**config.mk**
```make
export PLATFORM = sky130hd
export DESIGN_NAME = obb_cfg_regs
export DESIGN_NICKNAME = d
export VERILOG_FILES = /design/src/design/obb_pkg.sv /design/src/design/obb_cfg_regs.sv
export SDC_FILE = /design/constraint.sdc
export NUM_CORES = 1
export LEC_CHECK = 0
export ABC_AREA = 1
export BUFFER_PORTS_ARGS = -buffer_cell sky130_fd_sc_hd__buf_2
export CORE_MARGIN = 5
export CORE_UTILIZATION = 45
export CTS_BUF_LIST = sky130_fd_sc_hd__clkbuf_4
export DETAILED_ROUTE_END_ITERATION = 16
export GPL_TIMING_DRIVEN = 0
export PLACE_DENSITY = 0.71
export SETUP_SLACK_MARGIN = 0.02
export SYNTH_ARGS = -nofsm -noshare
export SYNTH_HDL_FRONTEND = slang
export SYNTH_SLANG_ARGS = --single-unit
```
**constraint.sdc**
```tcl
create_clock -name clk -period 0.9 [get_ports clk]
set_clock_uncertainty 0.05 [all_clocks]
set_input_delay 0.045 -clock clk [delete_from_list [all_inputs] [get_ports clk]]
set_output_delay 0.045 -clock clk [all_outputs]
set_load 0.1 [all_outputs]
```
**src/design/obb_pkg.sv**
```systemverilog
// shared types, register indexes and helper functions of the obb block
// no dependencies; imported by every obb module and the checker
package obb_pkg;

    // config port
    localparam int CfgIdxW  = 8;
    localparam int CfgDataW = 32;

    localparam logic [CfgIdxW-1:0] REG_CTR_X    = CfgIdxW'(0);
    localparam logic [CfgIdxW-1:0] REG_CTR_Y    = CfgIdxW'(1);
    localparam logic [CfgIdxW-1:0] REG_X_AXIS_X = CfgIdxW'(2);
    localparam logic [CfgIdxW-1:0] REG_X_AXIS_Y = CfgIdxW'(3);
    localparam logic [CfgIdxW-1:0] REG_Y_AXIS_X = CfgIdxW'(4);
    localparam logic [CfgIdxW-1:0] REG_Y_AXIS_Y = CfgIdxW'(5);
    localparam logic [CfgIdxW-1:0] REG_HALF_X   = CfgIdxW'(6);
    localparam logic [CfgIdxW-1:0] REG_HALF_Y   = CfgIdxW'(7);

    // datapath stages
    localparam int NumStages = 6;

    localparam logic [47:0] DistMax  = '1;
    localparam logic [48:0] RoundQ14 = 49'd16383;

    typedef struct packed {
        logic signed [31:0] point_x;
        logic signed [31:0] point_y;
    } point_t;

    typedef struct packed {
        logic        [47:0] sq_distance;
        logic               distance_saturated;
        logic signed [31:0] box_min_x;
        logic signed [31:0] box_max_x;
        logic signed [31:0] box_min_y;
        logic signed [31:0] box_max_y;
        logic               box_saturated;
    } result_t;

    typedef struct packed {
        logic signed [31:0] ctr_x;
        logic signed [31:0] ctr_y;
        logic signed [15:0] x_axis_x;
        logic signed [15:0] x_axis_y;
        logic signed [15:0] y_axis_x;
        logic signed [15:0] y_axis_y;
        logic        [30:0] half_x;
        logic        [30:0] half_y;
    } cfg_t;

    typedef struct packed {
        logic signed [31:0] min_x;
        logic signed [31:0] max_x;
        logic signed [31:0] min_y;
        logic signed [31:0] max_y;
        logic               saturated;
    } box_t;

    localparam cfg_t CfgReset = '{
        ctr_x:    32'sd0,
        ctr_y:    32'sd0,
        x_axis_x: 16'sd16384,
        x_axis_y: 16'sd0,
        y_axis_x: 16'sd0,
        y_axis_y: 16'sd16384,
        half_x:   31'd0,
        half_y:   31'd0
    };

    // magnitude of a Q1.14 axis component, -32768 maps to 32768
    function automatic logic [15:0] abs16(input logic signed [15:0] v);
        return v[15] ? 16'(-v) : 16'(v);
    endfunction

    // magnitude of a projection
    function automatic logic [35:0] abs36(input logic signed [35:0] v);
        return v[35] ? 36'(-v) : 36'(v);
    endfunction

    // bound leaves the signed 32-bit range
    function automatic logic ovf37(input logic signed [36:0] v);
        return !((v[36:31] == 6'b000000) || (v[36:31] == 6'b111111));
    endfunction

    // bound clipped to the signed 32-bit range
    function automatic logic [31:0] clip37(input logic signed [36:0] v);
        logic [31:0] r;
        if (ovf37(v))
        begin
            r = v[36] ? 32'h8000_0000 : 32'h7FFF_FFFF;
        end
        else
        begin
            r = v[31:0];
        end
        return r;
    endfunction

endpackage

```
**src/design/obb_cfg_regs.sv**
```systemverilog
// rectangle configuration registers of the obb block
// depends on obb_pkg
module obb_cfg_regs (
    input  logic                          clk,
    input  logic                          rst_n,
    input  logic                          cfg_valid,
    output logic                          cfg_ready,
    input  logic [obb_pkg::CfgIdxW-1:0]   cfg_index,
    input  logic [obb_pkg::CfgDataW-1:0]  cfg_data,
    output obb_pkg::cfg_t                 cfg
);
    import obb_pkg::*;

    cfg_t cfg_reg;
    cfg_t cfg_next;

    // writes are always taken
    assign cfg_ready = 1'b1;

    // register write decode, unknown indexes are ignored
    always_comb
    begin
        cfg_next = cfg_reg;
        if (cfg_valid)
        begin
            case (cfg_index)
                REG_CTR_X:    cfg_next.ctr_x    = cfg_data;
                REG_CTR_Y:    cfg_next.ctr_y    = cfg_data;
                REG_X_AXIS_X: cfg_next.x_axis_x = cfg_data[15:0];
                REG_X_AXIS_Y: cfg_next.x_axis_y = cfg_data[15:0];
                REG_Y_AXIS_X: cfg_next.y_axis_x = cfg_data[15:0];
                REG_Y_AXIS_Y: cfg_next.y_axis_y = cfg_data[15:0];
                REG_HALF_X:   cfg_next.half_x   = cfg_data[30:0];
                REG_HALF_Y:   cfg_next.half_y   = cfg_data[30:0];
                default:      cfg_next = cfg_reg;
            endcase
        end
    end

    always_ff @(posedge clk or negedge rst_n)
    begin
        if (!rst_n)
        begin
            cfg_reg <= CfgReset;
        end
        else
        begin
            cfg_reg <= cfg_next;
        end
    end

    assign cfg = cfg_reg;

endmodule

```
==> flow_summary.ini <==
[die]
pin_count = 234
die_w_um = 140
core_um2 = 16600
chipHeight_um = 140
rows = 47
start_util_pct = 46.0
dieArea_um2 = 19700

[place]
gp_congestion = 0.816
place_ws_ns = -0.518
port_buffers = 216
dp.cells = 1304
dp_hpwl_um = 17600
place_area_um2 = 9910

[cts]
cts_hold_buf = 32
cts_buffer_depth = 2
path_clk_slew_ns = 0.18
cts_tree = yes
htree_levels = 4
cts_buffers = 17
root_buffer = clkbuf_4
cts.sink_count = 190
clkLatencyLatePin_ns = 0.57

[timing]
tightest_slew_ns = 0.712
slew_headroom_pct = 52.5
hold_viol = 216
max_freq_mhz = 647
min_period_ns = 1.55
maxSlewViolCount = 0
grt_setup_unrepaired = yes
finalSetupViolCount = 198
post-route-worst-setup-slack_ns = -0.646
period_share_pct = 172
worst_hold_slack_ns = -0.636

[finish]
largest_register_ffs = 190
final_nets = 1197
drive_gt1_share_pct = 49.3
nFillCells = 844
finalCoreUtilization_pct = 81.9
fin_area_um2 = 13600
syn_to_final_growth_pct = 78.1
final_cells = 1389

[setup_path]
end_kind = output pin
critPathArrivalTime_ns = 1.45
crit_path_cell_trace = buf_12
cpPeakStageDelay_ns = 0.68
cp-startpoint = cfg[76]
crit_type = flop to output pin
critical_path_required_ns = 0.81
path_buf_inv = 1
crit_family = flip-flops
r2r-start = cfg[187]
worst_path_max_delay_cell = dfstp_4
worstPathMaxFanout = 2
start_kind = flop

[yosys]
ys_ff_latch = 190
synth_compound_area_share_pct = 0
synth_top_area_share_pct = 61.5
yosysWarnings = 0
synth_area_um2 = 7650
synth_top_cells_by_area = dfrtp_1 (61%), nand2_1 (19%), nand3_1 (13%), buf_2 (2.2%), buf_4 (1.2%)
synth_cells = 867
synth_fa_ha_area_share_pct = 0
synth_simple_gate_area_share_pct = 32.5
synth_top_family_by_area = simple AND/OR/NAND/NOR gates
synth_xor_area_share_pct = 0
synth_cell_type_count = 15
synth_area_per_cell_um2 = 8.82
synth_mux_area_share_pct = 0
yosysTopAreaCell = dfrtp_1
syn-num-nets = 910
yosysSeqAreaShare_pct = 62.2

[pwr]
power_density_nw_per_um2 = 1550
ir_worst_vdd_mv = 1.01
p_leak_nw = 6.36

[outcome]
status = finished, violations left
violations = negative hold slack, negative setup slack

[global_route]
antenna_found_initial = 2
grt_pass1_wl_um = 46500
grt_use_total_pct = 30.3
grt_max_degree = 107
grt_pass1_vias = 8024
grt-ovfl-total = 0

[detailed_routing]
first_pass_iters = 5
drt_iter0_markers = 695
wl_um = 32200
routed_via_density = 5.62
wl_per_cell_um = 23.2
drc = 0
ant_nets = 0
via_count = 7810

[min_path]
hold_path_class = input pin to async pin

[run]
maxCapViolCount = 0
through the flow:
stage          TNS, ns  hold slack, ns  power (mW)
2_1_floorplan    -8.06          -0.301        13.2
3_3_place_gp   -836.53           0.253        14.1
3_5_place_dp   -103.52          0.0275        14.2
4_1_cts         -92.82          -0.629        20.7
5_1_grt         -95.35          -0.612        21.7
6_report        -87.57          -0.636        21.1
placed cells by master (no fill, tap or decap), drive strengths merged:
cell,instances
nand2,389
buf,281
nand3,196
dfrtp,188
clkbuf,47
dlygate4sd3,32
inv,12
nor2,9
clkinv,5
bufinv,3
diode,2
dfstp,2
clkinvlp,2
conb,1
cell families (layout without fill, tap and decap cells):
group,after synthesis,in the layout
buffers and inverters,82,382
flip-flops,190,190
other,1,3
AND/OR/NAND/NOR,594,594
final cells by class:
type	count	area, µm²	area share [%]
buffer	73	498	3.66
tap	220	275	2.02
clock inverter	13	163	1.19
antenna	2	5.00	0.0367
multi-input combinational	595	2700	19.8
clock buffer	19	143	1.05
timing repair buffer	268	4470	32.8
inverter	9	33.8	0.248
sequential	190	5340	39.2
path summary, 6_finish.rpt:
check / to / slack (ns) / cells after the start
worst max register to register: cfg[187] / -0.09 / 4
min in group clk: cfg[109] / -0.15 / 5
worst min register to register: cfg[43] / 0.49 / 2
worst min-delay path: cfg[151] / -0.64 / 1
worst max-delay path: cfg[76] / -0.65 / 1
max in group asynchronous: cfg[117] / 0.39 / 2
synthesized netlist by cell type, drive strengths merged:
cell type  count
buf           47
conb           1
nor2           9
inv            9
nand2        389
dfrtp        188
clkbuf        26
nand3        196
dfstp          2
per-layer routing:
layer | global-route usage, % | share of wire, % | vias up
met3 | 8.18 | 8.4 | 82
met1 | 36.2 | 36 | 3930
met2 | 52.6 | 53 | 467
met5 | 0 | 0 | -
li1 | - | - | 3331
met4 | 10.7 | 3.1 | 0
timing repair:
item	4_1_cts	5_1_grt
setup endpoints to repair	190	203
buffers inserted	8	11
hold endpoints to repair	380	108
pin swaps	0	6
resized for setup	720	68
report_power, final:
group / total (mW) / leakage (nW) / switching [mW] / internal [mW]
Sequential: 9.67 / 2.27 / 0.520 / 9.15
Clock: 5.13 / 0.161 / 3.12 / 2.01
Combinational: 6.26 / 3.93 / 4.26 / 2.00
Total: 21.1 / 6.36 / 7.90 / 13.2
No activity file was read; power rests on OpenSTA's default activity.
