===== config.mk =====
export PLATFORM = sky130hd
export DESIGN_NAME = obb_skid
export DESIGN_NICKNAME = d
export VERILOG_FILES = /design/src/design/obb_pkg.sv /design/src/design/obb_skid.sv
export SDC_FILE = /design/constraint.sdc
export NUM_CORES = 1
export LEC_CHECK = 0
export BUFFER_PORTS_ARGS = -buffer_cell sky130_fd_sc_hd__buf_2
export CORE_UTILIZATION = 52
export CTS_CLUSTER_DIAMETER = 150
export DETAILED_ROUTE_END_ITERATION = 10
export MAX_ROUTING_LAYER = met4
export PLACE_DENSITY = 0.79
export SETUP_SLACK_MARGIN = 0.15
export SYNTH_ARGS = -nofsm -noshare
export SYNTH_HDL_FRONTEND = slang
export SYNTH_SLANG_ARGS = --single-unit

===== constraint.sdc =====
create_clock -name clk -period 23.4 [get_ports clk]
set_input_delay 0 -clock clk [delete_from_list [all_inputs] [get_ports clk]]
set_output_delay 0 -clock clk [all_outputs]
set_load 0.005 [all_outputs]

===== src/design/obb_pkg.sv =====
// shared types, register indexes and helper functions of the obb block
// no dependencies; imported by every obb module and the checker
package obb_pkg;

    // config port
    localparam int CfgIdxW  = 8;
    localparam int CfgDataW = 32;

    localparam logic [CfgIdxW-1:0] REG_CTR_X    = CfgIdxW'(0);
    localparam logic [CfgIdxW-1:0] REG_CTR_Y    = CfgIdxW'(1);
    localparam logic [CfgIdxW-1:0] REG_X_AXIS_X = CfgIdxW'(2);
    localparam logic [CfgIdxW-1:0] REG_X_AXIS_Y = CfgIdxW'(3);
    localparam logic [CfgIdxW-1:0] REG_Y_AXIS_X = CfgIdxW'(4);
    localparam logic [CfgIdxW-1:0] REG_Y_AXIS_Y = CfgIdxW'(5);
    localparam logic [CfgIdxW-1:0] REG_HALF_X   = CfgIdxW'(6);
    localparam logic [CfgIdxW-1:0] REG_HALF_Y   = CfgIdxW'(7);

    // datapath stages
    localparam int NumStages = 6;

    localparam logic [47:0] DistMax  = '1;
    localparam logic [48:0] RoundQ14 = 49'd16383;

    typedef struct packed {
        logic signed [31:0] point_x;
        logic signed [31:0] point_y;
    } point_t;

    typedef struct packed {
        logic        [47:0] sq_distance;
        logic               distance_saturated;
        logic signed [31:0] box_min_x;
        logic signed [31:0] box_max_x;
        logic signed [31:0] box_min_y;
        logic signed [31:0] box_max_y;
        logic               box_saturated;
    } result_t;

    typedef struct packed {
        logic signed [31:0] ctr_x;
        logic signed [31:0] ctr_y;
        logic signed [15:0] x_axis_x;
        logic signed [15:0] x_axis_y;
        logic signed [15:0] y_axis_x;
        logic signed [15:0] y_axis_y;
        logic        [30:0] half_x;
        logic        [30:0] half_y;
    } cfg_t;

    typedef struct packed {
        logic signed [31:0] min_x;
        logic signed [31:0] max_x;
        logic signed [31:0] min_y;
        logic signed [31:0] max_y;
        logic               saturated;
    } box_t;

    localparam cfg_t CfgReset = '{
        ctr_x:    32'sd0,
        ctr_y:    32'sd0,
        x_axis_x: 16'sd16384,
        x_axis_y: 16'sd0,
        y_axis_x: 16'sd0,
        y_axis_y: 16'sd16384,
        half_x:   31'd0,
        half_y:   31'd0
    };

    // magnitude of a Q1.14 axis component, -32768 maps to 32768
    function automatic logic [15:0] abs16(input logic signed [15:0] v);
        return v[15] ? 16'(-v) : 16'(v);
    endfunction

    // magnitude of a projection
    function automatic logic [35:0] abs36(input logic signed [35:0] v);
        return v[35] ? 36'(-v) : 36'(v);
    endfunction

    // bound leaves the signed 32-bit range
    function automatic logic ovf37(input logic signed [36:0] v);
        return !((v[36:31] == 6'b000000) || (v[36:31] == 6'b111111));
    endfunction

    // bound clipped to the signed 32-bit range
    function automatic logic [31:0] clip37(input logic signed [36:0] v);
        logic [31:0] r;
        if (ovf37(v))
        begin
            r = v[36] ? 32'h8000_0000 : 32'h7FFF_FFFF;
        end
        else
        begin
            r = v[31:0];
        end
        return r;
    endfunction

endpackage


===== src/design/obb_skid.sv =====
// two-entry output buffer of the obb block, registered ready toward the pipeline
// depends on obb_pkg
module obb_skid (
    input  logic             clk,
    input  logic             rst_n,
    input  logic             in_valid,
    output logic             in_ready,
    input  obb_pkg::result_t in_item,
    output logic             out_valid,
    input  logic             out_ready,
    output obb_pkg::result_t out_item
);
    import obb_pkg::*;

    logic    out_valid_reg;
    logic    out_valid_next;
    logic    skid_valid_reg;
    logic    skid_valid_next;
    result_t out_item_reg;
    result_t out_item_next;
    result_t skid_item_reg;
    result_t skid_item_next;
    logic    in_acc;

    assign in_ready = !skid_valid_reg;
    assign in_acc   = in_valid && !skid_valid_reg;

    // output slot refills from the skid entry first, else from the input
    always_comb
    begin
        out_valid_next  = out_valid_reg;
        skid_valid_next = skid_valid_reg;
        out_item_next   = out_item_reg;
        skid_item_next  = skid_item_reg;
        if (!out_valid_reg || out_ready)
        begin
            if (skid_valid_reg)
            begin
                out_valid_next  = 1'b1;
                out_item_next   = skid_item_reg;
                skid_valid_next = 1'b0;
            end
            else
            begin
                out_valid_next = in_acc;
                out_item_next  = in_item;
            end
        end
        else if (in_acc)
        begin
            skid_valid_next = 1'b1;
            skid_item_next  = in_item;
        end
    end

    always_ff @(posedge clk or negedge rst_n)
    begin
        if (!rst_n)
        begin
            out_valid_reg  <= 1'b0;
            skid_valid_reg <= 1'b0;
        end
        else
        begin
            out_valid_reg  <= out_valid_next;
            skid_valid_reg <= skid_valid_next;
        end
    end

    // payload
    always_ff @(posedge clk)
    begin
        out_item_reg  <= out_item_next;
        skid_item_reg <= skid_item_next;
    end

    assign out_valid = out_valid_reg;
    assign out_item  = out_item_reg;

endmodule


==> results of run 1 <==
[metrics by stage]
step / area (sq um) / cells / setup WS [ps] / utilization / power, mW
final: 18300 / 1490 / 20520 / 0.730 / 1.47
after global routing: 18300 / 1490 / 20380 / 0.730 / 1.52
after CTS: 18300 / 1486 / 20520 / 0.729 / 1.47
after detailed placement: 15400 / 1241 / 20530 / 0.614 / 0.914
after global placement: 15400 / 1241 / 20570 / 0.614 / 0.909
after floorplan: 13300 / 562 / 2980 / - / 0.863
[repair_timing]
action | 4_1_cts | 5_1_grt
hold buffers | 181 | 0
hold endpoints to repair | 360 | 0
setup buffers | 0 | 0
[metal layers]
metal / global-route usage / vias up / part of all wire
met3: 0.0521 / 72 / 0.069
met4: 0.0991 / 0 / 0.037
met1: 0.256 / 3642 / 0.37
met5: - / - / 0
li1: - / 3397 / -
met2: 0.401 / 329 / 0.52
[logic make-up (layout without fill, tap and decap cells)]
kind of cell / Yosys count / count (layout) / share of synthesized area
flops: 358 / 358 / 0.809
mux: 178 / 178 / 0.176
buf+inv: 21 / 615 / 0.0130
simple gates: 5 / 5 / 0.00189
other cells: 0 / 4 / 0
[placed cells by master, fill, tap and decap left out]
| master | count |
|---|---|
| clkinvlp_4 | 2 |
| clkbuf_8 | 2 |
| nand2_1 | 1 |
| dfrtp_4 | 1 |
| bufinv_16 | 1 |
| nor2_1 | 2 |
| dlygate4sd3_1 | 181 |
| buf_2 | 361 |
| nand2b_4 | 1 |
| dfrtp_1 | 1 |
| buf_4 | 7 |
| diode_2 | 4 |
| mux2_4 | 87 |
| edfxtp_1 | 356 |
| clkbuf_1 | 10 |
| mux2_2 | 91 |
| clkinv_2 | 8 |
| buf_12 | 1 |
| nor3b_2 | 1 |
| clkinv_1 | 4 |
| clkbuf_16 | 37 |
| inv_1 | 1 |
[power by group]
part,internal [mW],leakage (nW),switching (mW)
clock,0.308,0.534,0.231
sequential,0.761,3.44,0.0143
combinational,0.0852,3.23,0.0675
total,1.15,7.20,0.313
[area by class of cell]
| type | count | area [sq um] |
|---|---|---|
| fill | 1538 | 6790 |
| tap | 330 | 413 |
| clock buffer | 49 | 991 |
| sequential | 358 | 10700 |
| multi-input combinational | 183 | 2370 |
| antenna | 4 | 10.0 |
| inverter | 1 | 3.75 |
| timing repair buffer | 550 | 3690 |
| clock inverter | 15 | 100 |
[critical path: stages, from the launching register on]
cell and delay [ps]:
dfrtp_4 790, buf_4 650, buf_4 700, mux2_2 430
[worst min path at each step]
stage          slack [ps]            endpoint  cells after the start          from
2_1_floorplan        -300           out_valid                      0         rst_n
3_3_place_gp         -210           out_valid                      1         rst_n
3_5_place_dp         -210           out_valid                      1         rst_n
4_1_cts               200   skid_item_reg[30]                      2   in_item[30]
5_1_grt               210  skid_item_reg[139]                      2  in_item[139]
6_report              220  skid_item_reg[139]                      2  in_item[139]
==> impl_metrics.tcl, run 1 <==
set metrics [dict create \
    yosysTopAreaCell "edfxtp_1" \
    ys.flop_type "edfxtp_1" \
    clk_latency_ps 500 \
    rsz0062_at_grt "false" \
    post-synth-top-count-cell "edfxtp_1" \
    async_reset_ff_frac 0.00559 \
    core.rowCount 58 \
    port_buffers 361 \
    track_usage 0.231 \
    wl_microns 29600 \
    cts_tree "yes" \
    cp.arrival_ps 3110 \
    worst-path-max-fanout 49 \
    maxSlewHeadroom 0.356 \
    cts_resized 0 \
    p_per_area_nw_per_um2 80.1 \
    grt_max_degree 135 \
    cap_violations 0 \
    tightest_slew_ps 966 \
    worst_clock_skew_ps 12.4 \
    status "complete, no violations" \
    synth_area_leaders "edfxtp_1 (81%), mux2_4 (9.8%), mux2_2 (7.7%)" \
    grt_first_pass_wirelength_microns 44200 \
    drcViolationCount 0 \
    reg2reg_depth 3 \
    die_h_microns 162 \
    dpl.hpwl_microns 16900 \
    final_antenna_net_count 0 \
    ys_seq_elements 358 \
    h-tree-depth 2 \
    cts_root_buf "clkbuf_16" \
    cts_buffers 37 \
    synth_top_area_share 0.806 \
    worstSetupPathType "reg2reg" \
    dr.pass1.iters 4 \
    rrSetupSlack_ps 20520 \
    drv_slew 0 \
    r2r-start "skid_valid_reg" \
    nNetsFinal 1313 \
    p_leak_nw 7.20 \
    die_area_sq_um 26200 \
    gp_congestion 0.767 \
    vias 7440 \
    synthTopCellsByCount "edfxtp_1 (356), mux2_2 (91), mux2_4 (87)" \
    wl_per_cell_microns 19.9 \
    cts.path.max_buffers 3 \
    timing.rr.end "out_item[16]" \
    vdd_drop_max_mv 0.0703 \
    synth.avg_cell_area_sq_um 23.6 \
    syn-instance-count 562 \
    critPathLaunchType "register" \
    clk_pin_slew_ps 60 \
    timing.hold.ws_ps 224 \
    first_global_vias 8223 \
    first_iter_violations 508 \
    end_kind "register" \
    start_util 0.528 \
    ios 362 \
    setup_tns_ps 0 \
    cp-endpoint "out_item[16]" \
    cts.sinks 358 \
    grt_antenna_before_repair 4 \
    ys_warn_count 0 \
    hold_viol 0 \
    die_x_microns 162 \
    fin_crit_ps 2880 \
    worstPathRequired_ps 23630 \
    yosys.cell_types.count 11 \
    synth_edf_count 356 \
    synth_fp_nets 744 \
    coreArea_sq_um 25100 \
    synth_area_sq_um 13300 \
    setup_violations 0 \
    syn2layout_area_growth_pct 38.1 \
    drive_gt1_frac 0.519 \
    max_freq_ghz 0.347 \
    period_share 0.123 \
    hold_class "in2reg" \
    seq_area_frac_synth 0.809 \
    startpoint "skid_valid_reg" \
    grt_overflow 0 \
    via_per_inst 4.99 \
]
(Power assumes the default switching activity.)
==> inputs of run 2 (changes only) <==
ABC_AREA = 1   (was unset)
clock period = 2.84 ns   (was 23.4 ns; I/O delays follow)
==> run 2 against run 1 <==
  * Largest power group unchanged
  * Register-to-register slack got worse by 20000 ps
  * Worst setup slack worse by 20000 ps
  * Clock skew up 1.1 ps
  * Wire length is 16% higher
  * Design area decreased by 1.2%
  * Clock-buffer cell count decreased by 2
  * Synthesized area down 1.7%
  * Clock power increased to 8.7 times the previous value
  * Synthesized cell count grew 67%
  * Critical endpoint is now in_ready
  * Via count up 27%
==> impl_metrics.tcl, run 2 <==
set metrics [dict create \
    via_per_inst 5.15 \
    met1_length_microns 12000 \
    wl_microns 34300 \
    fin_area_sq_um 18100 \
    synth_area_leaders "edfxtp_1 (82%), nand2_1 (15%), buf_6 (0.95%)" \
    final_common_cell "nand2_1" \
    ys_warn_count 0 \
    die_area_sq_um 25700 \
    yosys.cell_types.count 10 \
    cts_buffers 36 \
    cts_tree "yes" \
    rrSetupSlack_ps 940 \
    synth_fp_nets 1121 \
    synth_area_sq_um 13100 \
    cts_setup_buffers 0 \
    rsz0062_at_grt "false" \
    syn2layout_area_growth_pct 38.7 \
    final_cell_mix "nand2_1 (536), buf_2 (361), edfxtp_1 (356)" \
    synth_xor_area_frac 0 \
    grt_overflow 0 \
    hold_viol 0 \
    yosysTopAreaCell "edfxtp_1" \
    port_buffers 361 \
    dr.pass1.iters 6 \
    die_h_microns 160 \
    final_antenna_net_count 0 \
    synth_top_family_by_area "simple AND/OR/NAND/NOR gates" \
    nNetsFinal 1669 \
    synthTopCellsByCount "nand2_1 (537), edfxtp_1 (356), buf_2 (23)" \
    cts.path.max_buffers 3 \
    clk_pin_slew_ps 60 \
    synth_top_area_share 0.819 \
    ys.flop_type "edfxtp_1" \
    core.rowCount 57 \
    worst-path-max-fanout 179 \
    drcViolationCount 0 \
    cp.arrival_ps 1900 \
    cts.sinks 358 \
    worstSetupPathType "reg2out" \
    synth_edf_count 356 \
    wl_met3_microns 3570 \
    max_freq_ghz 0.527 \
    h-tree-depth 2 \
    gp_congestion 0.788 \
    fin_cells 1836 \
    syn-instance-count 939 \
    period_share 0.669 \
    seq_area_frac_synth 0.823 \
    maxSlewHeadroom 0.457 \
    first_iter_violations 1042 \
    synthMuxAreaShare 0 \
    worstPathRequired_ps 2840 \
    vdd_drop_max_mv 0.556 \
    ios 362 \
    grt_first_pass_wirelength_microns 51500 \
    first_global_vias 9640 \
    status "complete, no violations" \
    wl_per_cell_microns 18.7 \
    die_x_microns 160 \
    fin_crit_ps 1900 \
    ys_seq_elements 358 \
    dpl_cell_area_sq_um 15100 \
    synth_adder_area_share 0 \
    tightest_slew_ps 814 \
    cap_violations 0 \
    fin_util 0.740 \
    async_reset_ff_frac 0.00559 \
    hold_buffers 181 \
    routed.top_layer "met4" \
    worst_clock_skew_ps 13.5 \
    end_kind "output pin" \
    drv_slew 0 \
    dpl.hpwl_microns 17600 \
    coreArea_sq_um 24500 \
    grt_antenna_before_repair 1 \
    p_per_area_nw_per_um2 684 \
    track_usage 0.273 \
    synth_compound_area_frac 0 \
    drive_gt1_frac 0.279 \
    synth.avg_cell_area_sq_um 13.9 \
    grt_max_degree 180 \
    start_util 0.533 \
    hold_class "in2reg" \
    vias 9454 \
    yosys.area_share.simple 0.155 \
    critPathLaunchType "register" \
    cts_resized 0 \
    wl_met2_microns 17200 \
    dp.cells 1592 \
    timing.hold.ws_ps 222 \
    setup_violations 0 \
    post-synth-top-count-cell "nand2_1" \
    cts_root_buf "clkbuf_16" \
    p_leak_nw 7.83 \
    clk_latency_ps 500 \
]
==> run 2: cell types whose count changed after synthesis <==
cell / delta
mux2_4: -87
clkbuf_1: +1
nand2b_1: -1
buf_4: +4
nand2_1: +536
mux2_2: -91
inv_4: +1
nor2_1: +1
nor3b_1: -1
buf_2: +14
==> run 2: kinds of logic after synthesis <==
| logic type | after synthesis |
|---|---|
| AND/OR/NAND/NOR | 540 |
| flip-flops | 358 |
| buffers and inverters | 41 |
==> run 2: area by class of cell <==
class	instances	area (sq um)
well taps	324	405
fillers	1390	6360
diodes	1	2.50
clock inverters	15	179
inverters	2	12.5
clock buffers	47	973
repair buffers	549	3730
multi-input cells	540	2050
flip-flops and latches	358	10700
==> run 2: path summary, 6_finish.rpt <==
path                              startpoint            endpoint  depth (start not counted)
min reg2reg                skid_item_reg[54]        out_item[54]                          2
max in group asynchronous              rst_n      skid_valid_reg                          3
min                              in_item[58]   skid_item_reg[58]                          2
max reg2reg                        out_valid  skid_item_reg[125]                          3
min in group asynchronous              rst_n           out_valid                          3
max                           skid_valid_reg            in_ready                          3
==> run 2: worst max-delay path: stages (launching register included) <==
cell	delay (ps)
dfrtp_4	510
inv_6	70
buf_12	540
buf_2	240
==> run 2: layer usage <==
layer | vias up | global-route usage
met3 | 133 | 0.0656
met2 | 669 | 0.452
li1 | 4272 | -
met5 | - | -
met1 | 4380 | 0.316
met4 | 0 | 0.126
==> run 2: per-stage QoR <==
step           total power, mW  setup slack (ps)  TNS [ps]
2_1_floorplan             6.98             -1450   -257810
5_1_grt                   12.8               850         0
6_report                  12.4               941         0
3_3_place_gp              7.51              1020         0
4_1_cts                   12.4               895         0
3_5_place_dp              7.55               995         0
==> run 2: report_power, final <==
| part | switching, mW | internal, mW | total [mW] |
|---|---|---|---|
| logic | 0.725 | 0.550 | 1.28 |
| registers | 0.134 | 6.30 | 6.44 |
| clock network | 1.90 | 2.78 | 4.68 |
| total | 2.75 | 9.63 | 12.4 |
